$ cat config.mk
export PLATFORM = sky130hd
export DESIGN_NAME = radio_frame_parser_unit
export DESIGN_NICKNAME = d
export VERILOG_FILES = /design/src/rfp_pkg.sv /design/src/rfp_out_skid.sv /design/src/radio_frame_parser_unit.sv
export SDC_FILE = /design/constraint.sdc
export NUM_CORES = 1
export LEC_CHECK = 0
export BUFFER_PORTS_ARGS = -buffer_cell sky130_fd_sc_hd__buf_2
export CORE_ASPECT_RATIO = 0.8
export CORE_MARGIN = 2
export CORE_UTILIZATION = 65
export CTS_CLUSTER_SIZE = 12
export DETAILED_ROUTE_END_ITERATION = 7
export PLACE_DENSITY_LB_ADDON = 0.12
export SYNTH_ARGS = -nofsm -noshare
export SYNTH_HDL_FRONTEND = slang
export SYNTH_SLANG_ARGS = --single-unit
$ cat constraint.sdc
create_clock -name clk -period 25.6 [get_ports clk]
set_clock_uncertainty 0.1 [all_clocks]
set_input_delay 3.84 -clock clk [delete_from_list [all_inputs] [get_ports clk]]
set_output_delay 3.84 -clock clk [all_outputs]
set_load 0.05 [all_outputs]
$ cat src/rfp_pkg.sv
`timescale 1ns / 1ps
// ----------------------------------------------------------------------------
// rfp_pkg
// Shared types, codes and lookup functions of the radio frame parser.
// ----------------------------------------------------------------------------
package rfp_pkg;

  localparam int NUM_REGS      = 8;
  localparam int PAYLOAD_DEPTH = 4;

  // Register indexes
  localparam logic [2:0] REG_START     = 3'd0;
  localparam logic [2:0] REG_ACTIVE    = 3'd1;
  localparam logic [2:0] REG_STANDBY   = 3'd2;
  localparam logic [2:0] REG_EXCHANGE  = 3'd3;
  localparam logic [2:0] REG_ALL_DATA  = 3'd4;
  localparam logic [2:0] REG_ACK       = 3'd5;
  localparam logic [2:0] REG_NAK       = 3'd6;
  localparam logic [2:0] REG_ALIVE     = 3'd7;

  localparam logic [7:0] REG_RESET [NUM_REGS] = '{
    8'd2, 8'd19, 8'd18, 8'd17, 8'd66, 8'd6, 8'd21, 8'd16
  };

  // Message kinds
  localparam logic [2:0] KIND_ACTIVE   = 3'd0;
  localparam logic [2:0] KIND_STANDBY  = 3'd1;
  localparam logic [2:0] KIND_EXCHANGE = 3'd2;
  localparam logic [2:0] KIND_ALL_DATA = 3'd3;
  localparam logic [2:0] KIND_ACK      = 3'd4;
  localparam logic [2:0] KIND_NAK      = 3'd5;
  localparam logic [2:0] KIND_ALIVE    = 3'd6;
  localparam logic [2:0] KIND_UNKNOWN  = 3'd7;

  // Frame lengths in bytes, start byte included
  localparam logic [3:0] LEN_SHORT = 4'd3;
  localparam logic [3:0] LEN_FOUR  = 4'd4;
  localparam logic [3:0] LEN_FIVE  = 4'd5;
  localparam logic [3:0] LEN_FULL  = 4'd15;

  // Frame positions with a fixed role
  localparam logic [3:0] POS_HUNT    = 4'd0;
  localparam logic [3:0] POS_SKIP    = 4'd1;
  localparam logic [3:0] POS_CODE    = 4'd2;
  localparam logic [3:0] POS_PAYLOAD = 4'd3;

  typedef struct packed {
    logic        alive_mark;
    logic [17:0] standby_khz;
    logic [17:0] active_khz;
    logic [2:0]  event_kind;
  } result_t;

  function automatic logic [3:0] kind_len(input logic [2:0] kind);
    logic [3:0] len;
    case (kind)
      KIND_ACTIVE, KIND_STANDBY, KIND_NAK: len = LEN_FIVE;
      KIND_ALL_DATA:                       len = LEN_FULL;
      KIND_ACK, KIND_ALIVE:                len = LEN_FOUR;
      default:                             len = LEN_SHORT;
    endcase
    return len;
  endfunction

  function automatic logic kind_alive(input logic [2:0] kind);
    logic alive;
    case (kind)
      KIND_ACTIVE, KIND_STANDBY, KIND_EXCHANGE, KIND_ALL_DATA, KIND_ALIVE: alive = 1'b1;
      default: alive = 1'b0;
    endcase
    return alive;
  endfunction

  // MHz byte * 1000 + step byte * 5; max 256275 fits 18 bits
  function automatic logic [17:0] freq_khz(input logic [7:0] mhz, input logic [7:0] step);
    return 18'(mhz) * 18'd1000 + 18'(step) * 18'd5;
  endfunction

endpackage

$ cat src/rfp_out_skid.sv
`timescale 1ns / 1ps
// ----------------------------------------------------------------------------
// rfp_out_skid
// Two-entry result buffer: output register plus skid register.
// ----------------------------------------------------------------------------
module rfp_out_skid
  import rfp_pkg::*;
(
  input  logic    clk,
  input  logic    rst,
  input  logic    s_valid,
  output logic    s_ready,
  input  result_t s_data,
  output logic    m_valid,
  input  logic    m_ready,
  output result_t m_data
);

  logic    out_valid;
  result_t out_data;
  logic    skid_valid;
  result_t skid_data;

  assign s_ready = !skid_valid;
  assign m_valid = out_valid;
  assign m_data  = out_data;

  always_ff @(posedge clk) begin
    if (rst) begin
      out_valid  <= 1'b0;
      skid_valid <= 1'b0;
    end else if (m_ready || !out_valid) begin
      if (skid_valid) begin
        out_valid  <= 1'b1;
        skid_valid <= 1'b0;
      end else begin
        out_valid  <= s_valid;
      end
    end else if (s_valid && s_ready) begin
      skid_valid <= 1'b1;
    end
  end

  always_ff @(posedge clk) begin
    if (m_ready || !out_valid) begin
      out_data <= skid_valid ? skid_data : s_data;
    end
    if (!(m_ready || !out_valid) && s_valid && s_ready) begin
      skid_data <= s_data;
    end
  end

`ifndef SYNTH
  a_skid_behind_out: assert property (@(posedge clk) disable iff (rst)
    skid_valid |-> out_valid)
    else $error("skid entry held without an output entry");

  a_skid_only_on_stall: assert property (@(posedge clk) disable iff (rst)
    (!skid_valid && !(out_valid && !m_ready)) |=> !skid_valid)
    else $error("skid filled while output was free");

  a_skid_drains: assert property (@(posedge clk) disable iff (rst)
    (out_valid && m_ready && skid_valid) |=> (out_valid && !skid_valid))
    else $error("skid entry not moved to output");
`endif

endmodule

$ cat src/radio_frame_parser_unit.sv
`timescale 1ns / 1ps
// ----------------------------------------------------------------------------
// radio_frame_parser_unit
// Frames received radio bytes into messages and decodes the frequencies.
// ----------------------------------------------------------------------------
// Throughput: one byte per cycle; s_tready is low only while the skid register
//   holds a result (output stalled and another frame completed); it rises
//   again after the first edge with m_tready high.
// Output: a frame's result appears on m_tvalid in the cycle after its last
//   byte is accepted when the output register is free or being taken.
// Reset (rst, synchronous): code registers take their defaults, framer goes
//   back to hunting, result buffer empties. Payload bytes are not cleared.
// ----------------------------------------------------------------------------
module radio_frame_parser_unit
  import rfp_pkg::*;
(
  input  logic        clk,
  input  logic        rst,
  // byte stream in
  input  logic        s_tvalid,
  output logic        s_tready,
  input  logic [7:0]  s_tdata,   // [7:0] rx_byte
  // result stream out
  output logic        m_tvalid,
  input  logic        m_tready,
  output logic [39:0] m_tdata,   // [17:0] active_khz, [35:18] standby_khz,
                                 // [36] alive_mark, [39:37] zero
  output logic [2:0]  m_tuser,   // [2:0] event_kind
  // configuration write requests
  input  logic        cfg_valid,
  output logic        cfg_ready,
  input  logic [2:0]  cfg_index,
  input  logic [7:0]  cfg_data
);

  // Code registers, each read at its own fixed place
  logic [7:0] cfg_regs [NUM_REGS];

  // Framer state
  logic [3:0] frame_position;
  logic [7:0] frame_code;
  logic [7:0] payload_bytes [PAYLOAD_DEPTH];

  logic       accept;
  logic [7:0] code_now;
  logic [2:0] kind;
  logic [4:0] pos_inc;
  logic       in_frame;
  logic       done;
  logic [7:0] payload_view [PAYLOAD_DEPTH];
  result_t    result;
  logic       push;
  logic       push_ready;
  result_t    out_data;

  assign cfg_ready = 1'b1;
  assign accept    = s_tvalid && s_tready;
  assign s_tready  = push_ready;

  always_ff @(posedge clk) begin
    if (rst) begin
      for (int i = 0; i < NUM_REGS; i++) begin
        cfg_regs[i] <= REG_RESET[i];
      end
    end else if (cfg_valid && cfg_ready) begin
      cfg_regs[cfg_index] <= cfg_data;
    end
  end

  // The code byte decides the kind on the very byte that carries it
  assign code_now = (frame_position == POS_CODE) ? s_tdata : frame_code;

  // First matching register wins: scan from the last so earlier ones override
  always_comb begin
    kind = KIND_UNKNOWN;
    for (int k = NUM_REGS - 2; k >= 0; k--) begin
      if (cfg_regs[k + 1] == code_now) begin
        kind = 3'(k);
      end
    end
  end

  // Length is rechecked on every byte against the registers as they are now
  assign pos_inc  = {1'b0, frame_position} + 5'd1;
  assign in_frame = (frame_position != POS_HUNT) && (frame_position != POS_SKIP);
  assign done     = in_frame && (pos_inc >= {1'b0, kind_len(kind)});

  // Payload as it stands after this byte, so the last byte can be used at once
  always_comb begin
    for (int i = 0; i < PAYLOAD_DEPTH; i++) begin
      payload_view[i] = (frame_position == POS_PAYLOAD + 4'(i)) ? s_tdata
                                                                  : payload_bytes[i];
    end
  end

  always_comb begin
    result.event_kind  = kind;
    result.alive_mark  = kind_alive(kind);
    result.active_khz  = '0;
    result.standby_khz = '0;
    if (kind == KIND_ACTIVE || kind == KIND_ALL_DATA) begin
      result.active_khz = freq_khz(payload_view[0], payload_view[1]);
    end
    if (kind == KIND_STANDBY) begin
      result.standby_khz = freq_khz(payload_view[0], payload_view[1]);
    end else if (kind == KIND_ALL_DATA) begin
      result.standby_khz = freq_khz(payload_view[2], payload_view[3]);
    end
  end

  assign push = accept && done;

  always_ff @(posedge clk) begin
    if (rst) begin
      frame_position <= POS_HUNT;
      frame_code     <= 8'd0;
    end else if (accept) begin
      case (frame_position)
        POS_HUNT: begin
          if (s_tdata == cfg_regs[REG_START]) begin
            frame_position <= POS_SKIP;
          end
        end
        POS_SKIP: begin
          frame_position <= POS_CODE;
        end
        default: begin
          if (frame_position == POS_CODE) begin
            frame_code <= s_tdata;
          end
          frame_position <= done ? POS_HUNT : pos_inc[3:0];
        end
      endcase
    end
  end

  // Bytes past the fourth payload byte are counted but not kept
  always_ff @(posedge clk) begin
    if (accept) begin
      for (int i = 0; i < PAYLOAD_DEPTH; i++) begin
        if (frame_position == POS_PAYLOAD + 4'(i)) begin
          payload_bytes[i] <= s_tdata;
        end
      end
    end
  end

  rfp_out_skid u_out (
    .clk     (clk),
    .rst     (rst),
    .s_valid (push),
    .s_ready (push_ready),
    .s_data  (result),
    .m_valid (m_tvalid),
    .m_ready (m_tready),
    .m_data  (out_data)
  );

  assign m_tdata = {3'b000, out_data.alive_mark, out_data.standby_khz, out_data.active_khz};
  assign m_tuser = out_data.event_kind;

`ifndef SYNTH
  a_pos_below_max: assert property (@(posedge clk) disable iff (rst)
    frame_position != 4'd15)
    else $error("frame position out of range");

  a_push_in_frame: assert property (@(posedge clk) disable iff (rst)
    push |-> (frame_position >= POS_CODE))
    else $error("result pushed outside a frame");

  a_hunt_drops: assert property (@(posedge clk) disable iff (rst)
    (accept && frame_position == POS_HUNT && s_tdata != cfg_regs[REG_START])
      |=> frame_position == POS_HUNT)
    else $error("framer left hunting on a non-start byte");
`endif

endmodule
## Word-level counts from Yosys, hierarchy flattened

Memory sizes are Yosys's and may differ from the RTL's.
Index checks and enable logic that the tools add are counted.

| word-level totals | value |
|---|---|
| memories | 2 |
| output and inout port bits | 46 |
| bits of input ports | 24 |
| logic and storage cells | 122 |
| RAM bits | 96 |
| register bits | 94 |

Memory list:

| name | words | width | rd ports | clocked after Yosys merged registers in | wr ports | RTL line | source |
|---|---|---|---|---|---|---|---|
| cfg_regs | 8 | 8 | 8 | 0 | 8 | radio_frame_parser_unit.sv:37 | `logic [7:0] cfg_regs [NUM_REGS];` |
| payload_bytes | 4 | 8 | 4 | 0 | 1 | radio_frame_parser_unit.sv:42 | `logic [7:0] payload_bytes [PAYLOAD_DEPTH];` |

| operators by class | value |
|---|---|
| $mul | 4 |
| add/subtract/negate cells | 3 |
| eq/ne operators | 22 |
| bitwise gates (word level) | 1 |
| mux-type cells | 51 |
| $lt $le $gt $ge | 1 |
| reduce and logical (&&, ||, !) cells | 26 |

Operators by type and width:

| kind | count |
|---|---|
| $mux 8 | 9 |
| $eq 8x8->1 | 8 |
| $mux 18 | 3 |
| $mux 40 | 1 |
| $add 18x11->18 | 2 |
| $reduce_or 8->1 | 4 |
| $mul 8x7->15 const B | 2 |
| $mux 1 | 24 |
| $mul 8x3->11 const B | 2 |
| $mux 3 | 7 |
| $eq 4x3->1 const B | 3 |
| $pmux 4 s3 | 1 |
| $eq 3x3->1 const B | 3 |
| $eq 4x2->1 const B | 2 |
| $mux 4 | 2 |
| $pmux 4 s2 | 1 |
| $logic_and 1x1->1 | 7 |
| $eq 3x2->1 const B | 2 |
| $mux 2 | 3 |
| $reduce_or 2->1 | 3 |
| $add 4x1->5 const B | 1 |
| $ge 5x4->1 | 1 |
| $reduce_or 5->1 | 1 |
| $eq 4x1->1 const B | 1 |
| other kinds (11) | 15 |

## Longest topological paths before layout

Gate-level depths: netlist (run 1).

| logic depth | value |
|---|---|
| word-level depth | 18 |
| depth in mapped cells | 25 |
| mapped depth without buffers | 25 |

## Hierarchy

Synthesis (run 1) repeated with hierarchy kept, for this count alone.

| unflattened totals | value |
|---|---|
| cell total of the unflattened synthesis | 1198 |
| area, all modules | 13609.3 µm² |

Modules (own cells, without submodules):

| module | cells an instance | area each (µm²) | times used | sequential area each (µm²) |
|---|---|---|---|---|
| radio_frame_parser_unit | 1065 | 10460.0 | 1 | 3123.0 |
| rfp_out_skid | 133 | 3149.3 | 1 | 2442.3 |

## Worst setup path before layout (run 1)

Ideal clock, no wire load.

| timing path | value |
|---|---|
| path kind | input -> register |
| start point | input s_tdata[3] |
| end point | register u_out.skid_data[0] in the netlist's numbering (enable) |
| library setup time | 0.537 ns |
| slack | 14.813 ns |
| cell stages on the path | 12 |
| arrival | 10.150 ns |
| required time | 24.963 ns |
| path buffers | 1 |
| cell sequence | clkbuf_1 -> inv_1 -> or4_1 -> a31oi_1 -> nand4_1 -> a311oi_1 -> o21ai_0 -> ha_1 -> a21o_1 -> a21o_1 -> a21boi_0 -> nor4_1 |

| on the way | value |
|---|---|
| elaborated cells between the ends (all ways) | 29 |
| classes of those cells | 1 x order compare; 12 x eq/ne; 9 x mux; 7 x reduce/logical |

RTL lines:

| what | RTL line | source |
|---|---|---|
| start: declaration | radio_frame_parser_unit.sv:22 | `input logic [7:0] s_tdata,` |
| $mux 8 (*) | - |  |
| $eq 8x8->1 | radio_frame_parser_unit.sv:77 | `if (cfg_regs[k + 1] == code_now) begin` |
| $mux 3 (5 in series) | radio_frame_parser_unit.sv:77 |  |
| $mux 3 (*) | radio_frame_parser_unit.sv:77 |  |
| named net kind[1] | radio_frame_parser_unit.sv:46 | `logic [2:0] kind;` |
| $eq 3x1->1, or another cell as far along | rfp_pkg.sv:56 | `case (kind)` |
| $reduce_or 3->1 or $reduce_or 2->1 (tied branches) | rfp_pkg.sv:56 |  |
| $pmux 4 s3 (*) | rfp_pkg.sv:56 |  |
| $ge 5x4->1 (*) | radio_frame_parser_unit.sv:86 | `assign done = in_frame && (pos_inc >= {1'b0, kind_len(kind)});` |
| $logic_and 1x1->1 (*) | radio_frame_parser_unit.sv:86 |  |
| $logic_and 1x1->1 (*) | radio_frame_parser_unit.sv:111 | `assign push = accept && done;` |
| $logic_and 1x1->1 (*) (2 in series) | rfp_out_skid.sv:48 | `if (!(m_ready \|\| !out_valid) && s_valid && s_ready) begin` |
| end signal: assignment | rfp_out_skid.sv:49 | `skid_data <= s_data;` |
| end: declaration | rfp_out_skid.sv:22 | `result_t skid_data;` |

Mark *: on every way through the listed nets, which the timed path passes. The rest lies on a longest branch.
A chain may end at the register's enable or synchronous reset.

==> results of run 1 <==
-- stage by stage --
stage / hold WS [ns] / utilization, %
2_1_floorplan: 0.387 / -
3_3_place_gp: 0.404 / 69.5
3_5_place_dp: 0.413 / 69.5
4_1_cts: 0.431 / 72.6
5_1_grt: 0.465 / 72.6
6_report: 0.431 / 72.6
-- where the power goes --
group          total, µW  switching (µW)  internal [µW]
Sequential           353            7.16            346
Clock                274             140            134
Combinational       84.6            55.5           29.1
-- sequential cells by signal, indices dropped and copies added (netlist names) --
| register | cells |
|---|---|
| u_out.skid_valid | 1 |
| cfg_regs | 64 |
| frame_position | 4 |
| frame_code | 8 |
| payload_bytes | 32 |
| u_out.m_valid | 1 |
| u_out.skid_data | 40 |
| u_out.m_data | 40 |
-- area by class of cell --
| cell class | count | area, µm² | area share [%] |
|---|---|---|---|
| well taps | 264 | 330 | 2.29 |
| flip-flops and latches | 190 | 5570 | 38.5 |
| repair buffers | 72 | 378 | 2.61 |
| clock buffers | 17 | 425 | 2.94 |
| inverters | 141 | 529 | 3.66 |
| multi-input cells | 851 | 7030 | 48.6 |
| clock inverters | 15 | 193 | 1.33 |
-- critical path: cells and delay by family --
family          cells  cell delay [ns]
fa+ha+maj           8             2.98
xor+xnor            3             0.44
buf+inv             5             0.65
simple gates        4             1.08
mux                 1             0.25
compound gates      2             0.57
-- per-layer routing --
metal | part of all wire, % | GRT usage (%) | routed length [µm] | vias up
met4 | 1.7 | 6.97 | 511 | 2
met5 | 0.17 | 1.82 | 51 | -
met1 | 44 | 45.6 | 13700 | 4531
met3 | 12 | 7.46 | 3630 | 57
met2 | 42 | 40.9 | 12900 | 495
li1 | - | - | - | 4423
-- logic make-up (layout without fill, tap and decap cells) --
family	after synthesis	after routing	share of synthesized area [%]
xor gates and xnor gates	97	97	6.39
other	2	4	0.0565
and+or+nand+nor	317	317	12.2
muxes	38	38	3.19
adders and majority gates	165	165	18.6
buffers and inverters	177	245	5.39
DFF	190	190	41.9
AOI/OAI and AO/OA	230	230	12.3
-- how the worst max path moves through the flow --
stage                     from                      endpoint  slack (ns)  cells past startpoint
CTS                 s_tdata[0]    u_out.m_data[34]$_DFFE_PP_       15.90                     23
global route        s_tdata[0]    u_out.m_data[34]$_DFFE_PP_       15.54                     24
finish              s_tdata[0]    u_out.m_data[34]$_DFFE_PP_       15.87                     23
floorplan           s_tdata[3]  u_out.skid_data[0]$_DFFE_PP_       14.81                     12
detailed placement  s_tdata[0]    u_out.m_data[34]$_DFFE_PP_       15.48                     23
global placement    s_tdata[2]    u_out.m_data[34]$_DFFE_PP_       15.62                     22
-- synthesized netlist by cell type, types with 5 or more instances --
cell type,instances,area [µm²]
sky130_fd_sc_hd__a22o_1,5,43.8
sky130_fd_sc_hd__o21a_1,6,45.0
sky130_fd_sc_hd__nor4_1,6,37.5
sky130_fd_sc_hd__clkbuf_1,23,86.3
sky130_fd_sc_hd__a21oi_1,45,225
sky130_fd_sc_hd__o211ai_1,10,75.1
sky130_fd_sc_hd__and2_1,50,313
sky130_fd_sc_hd__edfxtp_1,176,5290
sky130_fd_sc_hd__o221ai_1,5,43.8
sky130_fd_sc_hd__nand3_1,8,40.0
sky130_fd_sc_hd__a21boi_0,6,45.0
sky130_fd_sc_hd__mux2i_1,12,120
sky130_fd_sc_hd__a2111oi_0,5,43.8
sky130_fd_sc_hd__nor3_1,15,75.1
sky130_fd_sc_hd__a31oi_1,7,43.8
sky130_fd_sc_hd__a21o_1,11,82.6
sky130_fd_sc_hd__nor2b_1,11,68.8
sky130_fd_sc_hd__fa_1,54,1080
sky130_fd_sc_hd__nand2b_1,15,93.8
sky130_fd_sc_hd__o31ai_1,16,120
sky130_fd_sc_hd__or2_2,10,62.6
sky130_fd_sc_hd__mux2_2,22,248
sky130_fd_sc_hd__inv_1,138,518
sky130_fd_sc_hd__nand2_1,72,270
sky130_fd_sc_hd__ha_1,111,1390
sky130_fd_sc_hd__o22ai_1,16,100
sky130_fd_sc_hd__or3_1,16,100
sky130_fd_sc_hd__nor3b_1,5,37.5
sky130_fd_sc_hd__a22oi_1,5,37.5
sky130_fd_sc_hd__nor2_1,85,319
sky130_fd_sc_hd__xor2_1,49,429
sky130_fd_sc_hd__o21ai_0,38,190
sky130_fd_sc_hd__dfxtp_1,14,280
sky130_fd_sc_hd__a211oi_1,9,67.6
sky130_fd_sc_hd__a221oi_1,8,70.1
sky130_fd_sc_hd__xnor2_1,48,420
==> flow_metrics.env, run 1 <==
export IMPL_design_final_nets=1462
export IMPL_ys_async_sr_fraction_pct=0
export IMPL_hold_buffers=0
export IMPL_critical_path_max_fanout=15
export IMPL_floorplan_die_area_mm2=0.0216
export IMPL_ant_nets=0
export IMPL_post_synth_inst_count=1216
export IMPL_hold_path_startpoint="u_out.skid_data[7]$_DFFE_PP_"
export IMPL_track_usage_pct=29.3
export IMPL_finalSetupViolCount=0
export IMPL_synth_cell_types=81
export IMPL_dp_slack_ns=15.48
export IMPL_avgSynthCellArea_um2=10.9
export IMPL_total_cts_buffers=17
export IMPL_powerDensity_mw_per_mm2=49.2
export IMPL_number_of_enable_type_register_cells_in_the_synthesized_netlist=176
export IMPL_design_power_total_uw=712
export IMPL_ys_seq_elements=190
export IMPL_slowest_delay_ns=0.69
export IMPL_critical_path_endpoint_type="register"
export IMPL_total_negative_slack_ns=0
export IMPL_setup_repair_after_global_routing_missed_its_margin="no"
export IMPL_pin_count_of_the_biggest_net_entering_global_routing=44
export IMPL_root_buffer="sky130_fd_sc_hd__clkbuf_16"
export IMPL_cts_repair_resized=0
export IMPL_detail_route_wl_per_cell_um=19.8
export IMPL_drt_drc_violations_left=0
export IMPL_finalHoldViolations=0
export IMPL_postSynth_topFlopCell="sky130_fd_sc_hd__edfxtp_1"
export IMPL_die_h_um=132
export IMPL_path_cells="buf_2, inv_1, nor2_1, a21oi_1, inv_1, ha_1, ha_1, xor2_1, ha_1, fa_1, inv_1, fa_1, inv_1, ha_1, xnor2_1, ha_1, ha_1, nor3_1, or4b_2, nor3_1, xnor2_1, a22o_4, mux2_2"
export IMPL_detail_route_first_pass_iterations=7
export IMPL_max_clock_path_buffers=2
export IMPL_slew_worst_pin_ns=0.984
export IMPL_post_route_cells_drive_above_1_share_pct=12.5
export IMPL_initial_antenna_violation_count=0
export IMPL_mostFrequentLayoutCell="sky130_fd_sc_hd__edfxtp_1"
export IMPL_timing_final_ws_setup_ns=15.87
export IMPL_area_delta_synth_final_pct=8.75
export IMPL_timing_final_crit_period_ns=9.73
export IMPL_place_inst=1518
export IMPL_worst_r2r_cell_count=23
export IMPL_drv_max_cap_violation_count=0
export IMPL_vdd_drop_max_mv=0.0486
export IMPL_post_cts_repair_setup_buffers=0
export IMPL_cts_reportedPaths_clkPinSlew_ns=0.08
export IMPL_timing_fmax_ghz=0.103
export IMPL_start_kind="input pin"
export IMPL_layout_cells_non_filler=1550
export IMPL_core_area_mm2=0.0199
export IMPL_netlist_area_mm2=0.0133
export IMPL_result_of_the_run="completed"
export IMPL_power_leakage_uw=0.00613
export IMPL_worstReg2RegStart="frame_position[2]$_SDFFE_PP0P_"
export IMPL_slew_headroom_pct=32.5
export IMPL_rrSetupSlack_ns=18.37
export IMPL_critPathArrivalTime_ns=9.84
export IMPL_placed_area_mm2=0.0138
export IMPL_path_common_cell="sky130_fd_sc_hd__ha_1"
export IMPL_ant_diodes=0
export IMPL_clock_sinks=190
export IMPL_number_of_global_route_vias_before_repair=8942
export IMPL_criticalPathCategory="in -> reg"
export IMPL_cts_h_tree_depth=4
export IMPL_final_area_mm2=0.0145
export IMPL_most_common_layout_cells="176 x sky130_fd_sc_hd__edfxtp_1, 138 x sky130_fd_sc_hd__inv_1, 111 x sky130_fd_sc_hd__ha_1"
export IMPL_fillers=1436
export IMPL_drt_vias_per_instance=6.13
export IMPL_gp_congestion=0.971
export IMPL_detailed_place_hpwl_mm=23.3
export IMPL_clock_tree_from_tritoncts="yes"
export IMPL_drt_first_iter_violations=894
export IMPL_ioPinCount=70
export IMPL_timing_final_max_slew_violations=0
export IMPL_cp_data_required_time_ns=25.70
export IMPL_grt_overflow_total=0
export IMPL_whs_endpoint="u_out.m_data[7]$_DFFE_PP_"
export IMPL_worst_hold_path_type="reg -> reg"
export IMPL_port_buffers=65
export IMPL_finalCritPeriodShare_pct=38.0
export IMPL_worst_r2r_endpoint="u_out.m_data[34]$_DFFE_PP_"
export IMPL_synth_sequential_area_ratio_pct=41.9
export IMPL_total_wire_length_after_detailed_routing_mm=30.7
export IMPL_die_width_um=164
export IMPL_worstHoldPathCells=2
export IMPL_insertion_delay_ns=0.45
export IMPL_rows=46
export IMPL_ys_warn_count=0
export IMPL_route_vias_total=9508
export IMPL_crit_path_top_delay_cell="sky130_fd_sc_hd__or4b_2"
export IMPL_initial_core_utilization_pct=66.7
export IMPL_grt_first_pass_wirelength_mm=48.3
Power figures use the tool's default switching activity.
==> run 2, diff against run 1 <==
--- a/config.mk
+++ b/config.mk
@@ -8,7 +8,7 @@
 export BUFFER_PORTS_ARGS = -buffer_cell sky130_fd_sc_hd__buf_2
 export CORE_ASPECT_RATIO = 0.8
 export CORE_MARGIN = 2
-export CORE_UTILIZATION = 65
+export CORE_UTILIZATION = 63
 export CTS_CLUSTER_SIZE = 12
 export DETAILED_ROUTE_END_ITERATION = 7
 export PLACE_DENSITY_LB_ADDON = 0.12
==> constraint.sdc (replaced) <==
create_clock -name clk -period 9.46 [get_ports clk]
set_clock_uncertainty 0.1 [all_clocks]
set_input_delay 1.419 -clock clk [delete_from_list [all_inputs] [get_ports clk]]
set_output_delay 1.419 -clock clk [all_outputs]
set_load 0.05 [all_outputs]
==> flow_metrics.env, run 2 (synthesis gave the netlist of run 1 again) <==
export IMPL_slew_worst_pin_ns=1.06
export IMPL_worstReg2RegStart="frame_position[0]$_SDFFE_PP0P_"
export IMPL_floorplan_die_area_mm2=0.0223
export IMPL_detailed_place_hpwl_mm=23.0
export IMPL_core_area_mm2=0.0207
export IMPL_cts_reportedPaths_clkPinSlew_ns=0.08
export IMPL_initial_antenna_violation_count=0
export IMPL_finalHoldViolations=0
export IMPL_setup_repair_after_global_routing_missed_its_margin="no"
export IMPL_total_wire_length_after_detailed_routing_mm=30.7
export IMPL_critical_path_max_fanout=9
export IMPL_start_kind="register"
export IMPL_power_leakage_uw=0.00611
export IMPL_timing_final_crit_period_ns=7.35
export IMPL_drt_first_iter_violations=1107
export IMPL_slew_headroom_pct=29.2
export IMPL_mostFrequentLayoutCell="sky130_fd_sc_hd__edfxtp_1"
export IMPL_max_clock_path_buffers=2
export IMPL_timing_final_max_slew_violations=0
export IMPL_top_register="cfg_regs"
export IMPL_die_h_um=134
export IMPL_critical_path_top_delay_family="adder cells"
export IMPL_grt_first_pass_wirelength_mm=48.7
export IMPL_dp_slack_ns=1.72
export IMPL_most_common_layout_cells="176 x sky130_fd_sc_hd__edfxtp_1, 138 x sky130_fd_sc_hd__inv_1, 111 x sky130_fd_sc_hd__ha_1"
export IMPL_clock_tree_from_tritoncts="yes"
export IMPL_timing_final_ws_setup_ns=2.11
export IMPL_crit_path_top_delay_cell="sky130_fd_sc_hd__o41ai_1"
export IMPL_rrSetupSlack_ns=2.11
export IMPL_insertion_delay_ns=0.44
export IMPL_initial_core_utilization_pct=64.2
export IMPL_largest_register_ff_count=64
export IMPL_detail_route_wl_per_cell_um=19.8
export IMPL_criticalPathCategory="reg -> reg"
export IMPL_clock_sinks=190
export IMPL_ant_nets=0
export IMPL_grt_overflow_total=0
export IMPL_buf_inv_on_cp=4
export IMPL_path_cells="ha_1, and2_1, mux2i_1, inv_1, ha_1, ha_1, inv_1, fa_1, inv_1, fa_1, ha_1, xor2_1, fa_1, inv_1, ha_1, nand2_1, o21ai_0, o41ai_1, nor3_1, xor2_1, o22ai_1, mux2_2"
export IMPL_drv_max_cap_violation_count=0
export IMPL_port_buffers=65
export IMPL_worst_r2r_endpoint="u_out.m_data[36]$_DFFE_PP_"
export IMPL_worst_r2r_cell_count=22
export IMPL_cp_data_required_time_ns=9.56
export IMPL_whs_endpoint="u_out.m_data[17]$_DFFE_PP_"
export IMPL_total_cts_buffers=17
export IMPL_track_usage_pct=28.2
export IMPL_number_of_global_route_vias_before_repair=9046
export IMPL_post_route_cells_drive_above_1_share_pct=12.5
export IMPL_cts_h_tree_depth=4
export IMPL_total_negative_slack_ns=0
export IMPL_worstHoldPathCells=2
export IMPL_rows=47
export IMPL_slowest_delay_ns=0.59
export IMPL_detail_route_first_pass_iterations=8
export IMPL_timing_fmax_ghz=0.136
export IMPL_design_power_total_uw=1900
export IMPL_hold_path_startpoint="u_out.skid_data[17]$_DFFE_PP_"
export IMPL_pin_count_of_the_biggest_net_entering_global_routing=44
export IMPL_path_common_cell="sky130_fd_sc_hd__ha_1"
export IMPL_root_buffer="sky130_fd_sc_hd__clkbuf_16"
export IMPL_ioPinCount=70
export IMPL_route_vias_total=9425
export IMPL_area_delta_synth_final_pct=8.58
export IMPL_hold_buffers=0
export IMPL_gp_congestion=0.938
export IMPL_drt_drc_violations_left=0
export IMPL_post_cts_repair_setup_buffers=0
export IMPL_critPathArrivalTime_ns=7.45
export IMPL_ant_diodes=0
export IMPL_critical_path_endpoint_type="register"
export IMPL_cts_repair_resized=0
export IMPL_vdd_drop_max_mv=0.110
export IMPL_powerDensity_mw_per_mm2=132
export IMPL_layout_core_utilization_pct=69.7
export IMPL_design_final_nets=1461
export IMPL_fillers=1536
export IMPL_finalSetupViolCount=0
export IMPL_worst_hold_path_type="reg -> reg"
export IMPL_finalCritPeriodShare_pct=77.7
export IMPL_die_width_um=166
export IMPL_result_of_the_run="completed"
export IMPL_drt_vias_per_instance=6.06
-- run 2: cell count changes in the layout (fill, tap and decap cells not counted), sizes merged --
cell      delta
buf          -1
clkbuf       +2
clkinv       -2
clkinvlp     +1
inv          -1
-- run 2: cell type report --
class	instances	area, µm²	area share (%)
Multi-Input combinational cell	851	7030	48.7
Clock buffer	19	453	3.14
Timing Repair Buffer	71	370	2.57
Sequential cell	190	5570	38.6
Tap cell	269	337	2.33
Inverter	141	529	3.67
Clock inverter	13	144	0.997
-- run 2: worst max path at each step --
stage / start / to / cells past startpoint
after floorplan: s_tdata[3] / u_out.skid_data[0]$_DFFE_PP_ / 12
after global placement: s_tdata[0] / u_out.m_data[34]$_DFFE_PP_ / 23
after detailed placement: s_tdata[0] / u_out.m_data[34]$_DFFE_PP_ / 24
after CTS: frame_position[0]$_SDFFE_PP0P_ / u_out.m_data[36]$_DFFE_PP_ / 22
after global routing: frame_position[0]$_SDFFE_PP0P_ / u_out.m_data[36]$_DFFE_PP_ / 22
final: frame_position[0]$_SDFFE_PP0P_ / u_out.m_data[36]$_DFFE_PP_ / 22
-- run 2: report_power, final --
part	internal, µW	switching, µW
Sequential	935	19.0
Combinational	78.7	152
Clock	367	351
-- run 2: through the flow --
stage | std cells | hold WS (ns) | instance area (µm²)
global route | 1554 | 0.460 | 14400
finish | 1554 | 0.433 | 14400
global placement | 1522 | 0.396 | 13800
CTS | 1554 | 0.434 | 14400
floorplan | 1218 | 0.387 | 13300
detailed placement | 1522 | 0.413 | 13800
-- run 2: layer usage --
layer	global-route usage [%]	up-vias	routed length, µm
met5	0	-	0
met4	6.13	0	388
met3	7.44	43	2970
met2	40.3	418	13000
met1	43.5	4535	14300
li1	-	4429	-
-- run 2: tightest hold or removal path: stages, from the launching register on --
cell,delay [ns]
sky130_fd_sc_hd__edfxtp_1,0.33
sky130_fd_sc_hd__nand2_1,0.05
sky130_fd_sc_hd__o31ai_1,0.05
==> run 3, diff against run 2 <==
--- a/config.mk
+++ b/config.mk
@@ -8,7 +8,7 @@
 export BUFFER_PORTS_ARGS = -buffer_cell sky130_fd_sc_hd__buf_2
 export CORE_ASPECT_RATIO = 0.8
 export CORE_MARGIN = 2
-export CORE_UTILIZATION = 63
+export CORE_UTILIZATION = 57
 export CTS_CLUSTER_SIZE = 12
 export DETAILED_ROUTE_END_ITERATION = 7
 export PLACE_DENSITY_LB_ADDON = 0.12
==> constraint.sdc (replaced) <==
create_clock -name clk -period 6.5 [get_ports clk]
set_clock_uncertainty 0.1 [all_clocks]
set_input_delay 0.975 -clock clk [delete_from_list [all_inputs] [get_ports clk]]
set_output_delay 0.975 -clock clk [all_outputs]
set_load 0.05 [all_outputs]
==> flow_metrics.env, run 3 (synthesis gave the netlist of run 1 again) <==
export IMPL_clock_sinks=190
export IMPL_drv_max_cap_violation_count=0
export IMPL_mostFrequentLayoutCell="sky130_fd_sc_hd__edfxtp_1"
export IMPL_dp_slack_ns=0.00384
export IMPL_design_power_total_uw=2830
export IMPL_path_common_cell="sky130_fd_sc_hd__buf_4"
export IMPL_power_share_switching_pct=28.2
export IMPL_pin_count_of_the_biggest_net_entering_global_routing=44
export IMPL_drt_vias_per_instance=5.77
export IMPL_finalSetupViolCount=0
export IMPL_post_route_cells_drive_above_1_share_pct=18.5
export IMPL_groute_layer_met1_usage_pct=41.2
export IMPL_finalCritPeriodShare_pct=95.5
export IMPL_clockPowerShare_pct=37.8
export IMPL_detail_route_wl_per_cell_um=19.1
export IMPL_timing_fmax_ghz=0.161
export IMPL_total_cts_buffers=17
export IMPL_cts_reportedPaths_clkPinSlew_ns=0.08
export IMPL_floorplan_die_area_mm2=0.0246
export IMPL_most_common_layout_cells="176 x sky130_fd_sc_hd__edfxtp_1, 135 x sky130_fd_sc_hd__inv_1, 109 x sky130_fd_sc_hd__ha_1"
export IMPL_worst_hold_path_type="reg -> reg"
export IMPL_gr_usage_met3_pct=6.54
export IMPL_critical_path_endpoint_type="register"
export IMPL_largest_register_ff_count=64
export IMPL_grt_first_pass_wirelength_mm=49.8
export IMPL_port_buffers=65
export IMPL_detailed_place_hpwl_mm=24.3
export IMPL_design_final_nets=1531
export IMPL_detail_route_first_pass_iterations=5
export IMPL_vdd_drop_max_mv=0.156
export IMPL_criticalPathCategory="reg -> reg"
export IMPL_power_leakage_uw=0.00651
export IMPL_hold_buffers=0
export IMPL_powerDensity_mw_per_mm2=187
export IMPL_ant_diodes=0
export IMPL_initial_core_utilization_pct=58.6
export IMPL_route_vias_total=9582
export IMPL_power_net_switching_uw=798
export IMPL_placed_area_mm2=0.0144
export IMPL_finalHoldViolations=0
export IMPL_critPathArrivalTime_ns=6.30
export IMPL_globalRoute_busiestLayer="met1"
export IMPL_cts_h_tree_depth=4
export IMPL_power_share_combinational_pct=13.2
export IMPL_insertion_delay_ns=0.44
export IMPL_die_width_um=175
export IMPL_final_seq_area_mm2=0.00557
export IMPL_root_buffer="sky130_fd_sc_hd__clkbuf_16"
export IMPL_rows=49
export IMPL_critical_path_top_delay_family="adder cells"
export IMPL_slew_headroom_pct=33.6
export IMPL_place_inst=1627
export IMPL_layout_core_utilization_pct=66.8
export IMPL_drt_first_iter_violations=918
export IMPL_total_wire_length_after_detailed_routing_mm=31.7
export IMPL_critical_path_max_fanout=7
export IMPL_globalRouteMet2Util_pct=36.7
export IMPL_timing_final_crit_period_ns=6.21
export IMPL_max_clock_path_buffers=2
export IMPL_fillers=1762
export IMPL_gp_congestion=0.942
export IMPL_die_h_um=141
export IMPL_initial_antenna_violation_count=0
export IMPL_track_usage_pct=26.5
export IMPL_crit_path_top_delay_cell="sky130_fd_sc_hd__fa_1"
export IMPL_timing_final_max_slew_violations=0
export IMPL_timing_final_ws_setup_ns=0.292
export IMPL_ant_nets=0
export IMPL_multi_input_area_mm2=0.00715
export IMPL_number_of_global_route_vias_before_repair=9051
export IMPL_drt_drc_violations_left=0
export IMPL_path_cells="buf_4, nor2_1, and2_1, buf_6, mux2i_1, buf_4, buf_4, xor2_1, ha_1, inv_1, fa_1, fa_1, fa_1, inv_1, ha_1, a2111oi_2, o31ai_1, buf_4, and3b_1, o211ai_1, nor3_2, xor2_1, o22ai_1, mux2_2"
export IMPL_top_register="cfg_regs"
export IMPL_ioPinCount=70
export IMPL_final_area_mm2=0.0151
export IMPL_start_kind="register"
export IMPL_buf_inv_on_cp=7
export IMPL_slew_worst_pin_ns=0.993
export IMPL_layout_cells_non_filler=1661
export IMPL_clock_tree_from_tritoncts="yes"
export IMPL_slowest_delay_ns=0.53
export IMPL_internal_power_uw=2030
export IMPL_rrSetupSlack_ns=0.29
export IMPL_core_area_mm2=0.0227
export IMPL_area_delta_synth_final_pct=14.0
export IMPL_power_frac_seq_pct=49.0
export IMPL_cp_data_required_time_ns=6.59
export IMPL_grt_overflow_total=0
export IMPL_result_of_the_run="completed"
run 3: layer usage:
metal  wire (µm)  vias to the layer above
met3        3300                       41
met4         444                        0
met5           0                        -
li1            -                     4582
met2       13100                      419
met1       14900                     4540
run 3: area by class of cell:
type,instances,area share [%]
Inverter,141,3.49
Multi-Input combinational cell,851,47.2
Tap cell,306,2.53
Timing Repair Buffer,141,5.94
Clock inverter,15,1.22
Sequential cell,190,36.8
Clock buffer,17,2.81
run 3: metrics by stage:
| stage | hold slack [ns] | setup TNS, ns |
|---|---|---|
| global route | 0.434 | -0.108 |
| CTS | 0.427 | 0 |
| global placement | 0.397 | 0 |
| detailed placement | 0.407 | 0 |
| floorplan | 0.387 | 0 |
| finish | 0.426 | 0 |
run 3: power groups by stage:
stage / Sequential (µW) / Clock (µW) / Combinational, µW
3_3_place_gp: 1410 / 0 / 350
5_1_grt: 1390 / 1120 / 403
4_1_cts: 1380 / 1080 / 358
3_5_place_dp: 1410 / 0 / 356
6_report: 1390 / 1070 / 373
2_1_floorplan: 1420 / 0 / 218
run 3: worst paths after layout:
kind                                                startpoint                          to  depth (start not counted)
worst max-delay path            frame_position[3]$_SDFFE_PP0P_  u_out.m_data[36]$_DFFE_PP_                         24
worst min-delay path              u_out.skid_data[1]$_DFFE_PP_   u_out.m_data[1]$_DFFE_PP_                          2
worst max register to register  frame_position[3]$_SDFFE_PP0P_  u_out.m_data[36]$_DFFE_PP_                         24
worst min register to register    u_out.skid_data[1]$_DFFE_PP_   u_out.m_data[1]$_DFFE_PP_                          2
run 3: worst min-delay path, cell delays in order (launching register included):
cell and delay (ns):
sky130_fd_sc_hd__edfxtp_1 0.33, sky130_fd_sc_hd__nand2_1 0.05, sky130_fd_sc_hd__nand2_1 0.04
run 3: what timing repair did:
| action | CTS | global route |
|---|---|---|
| pin swaps | 0 | 2 |
| buffers inserted | 0 | 2 |
| endpoints found under the setup margin | 1 | 23 |
| gates resized for setup | 1 | 21 |
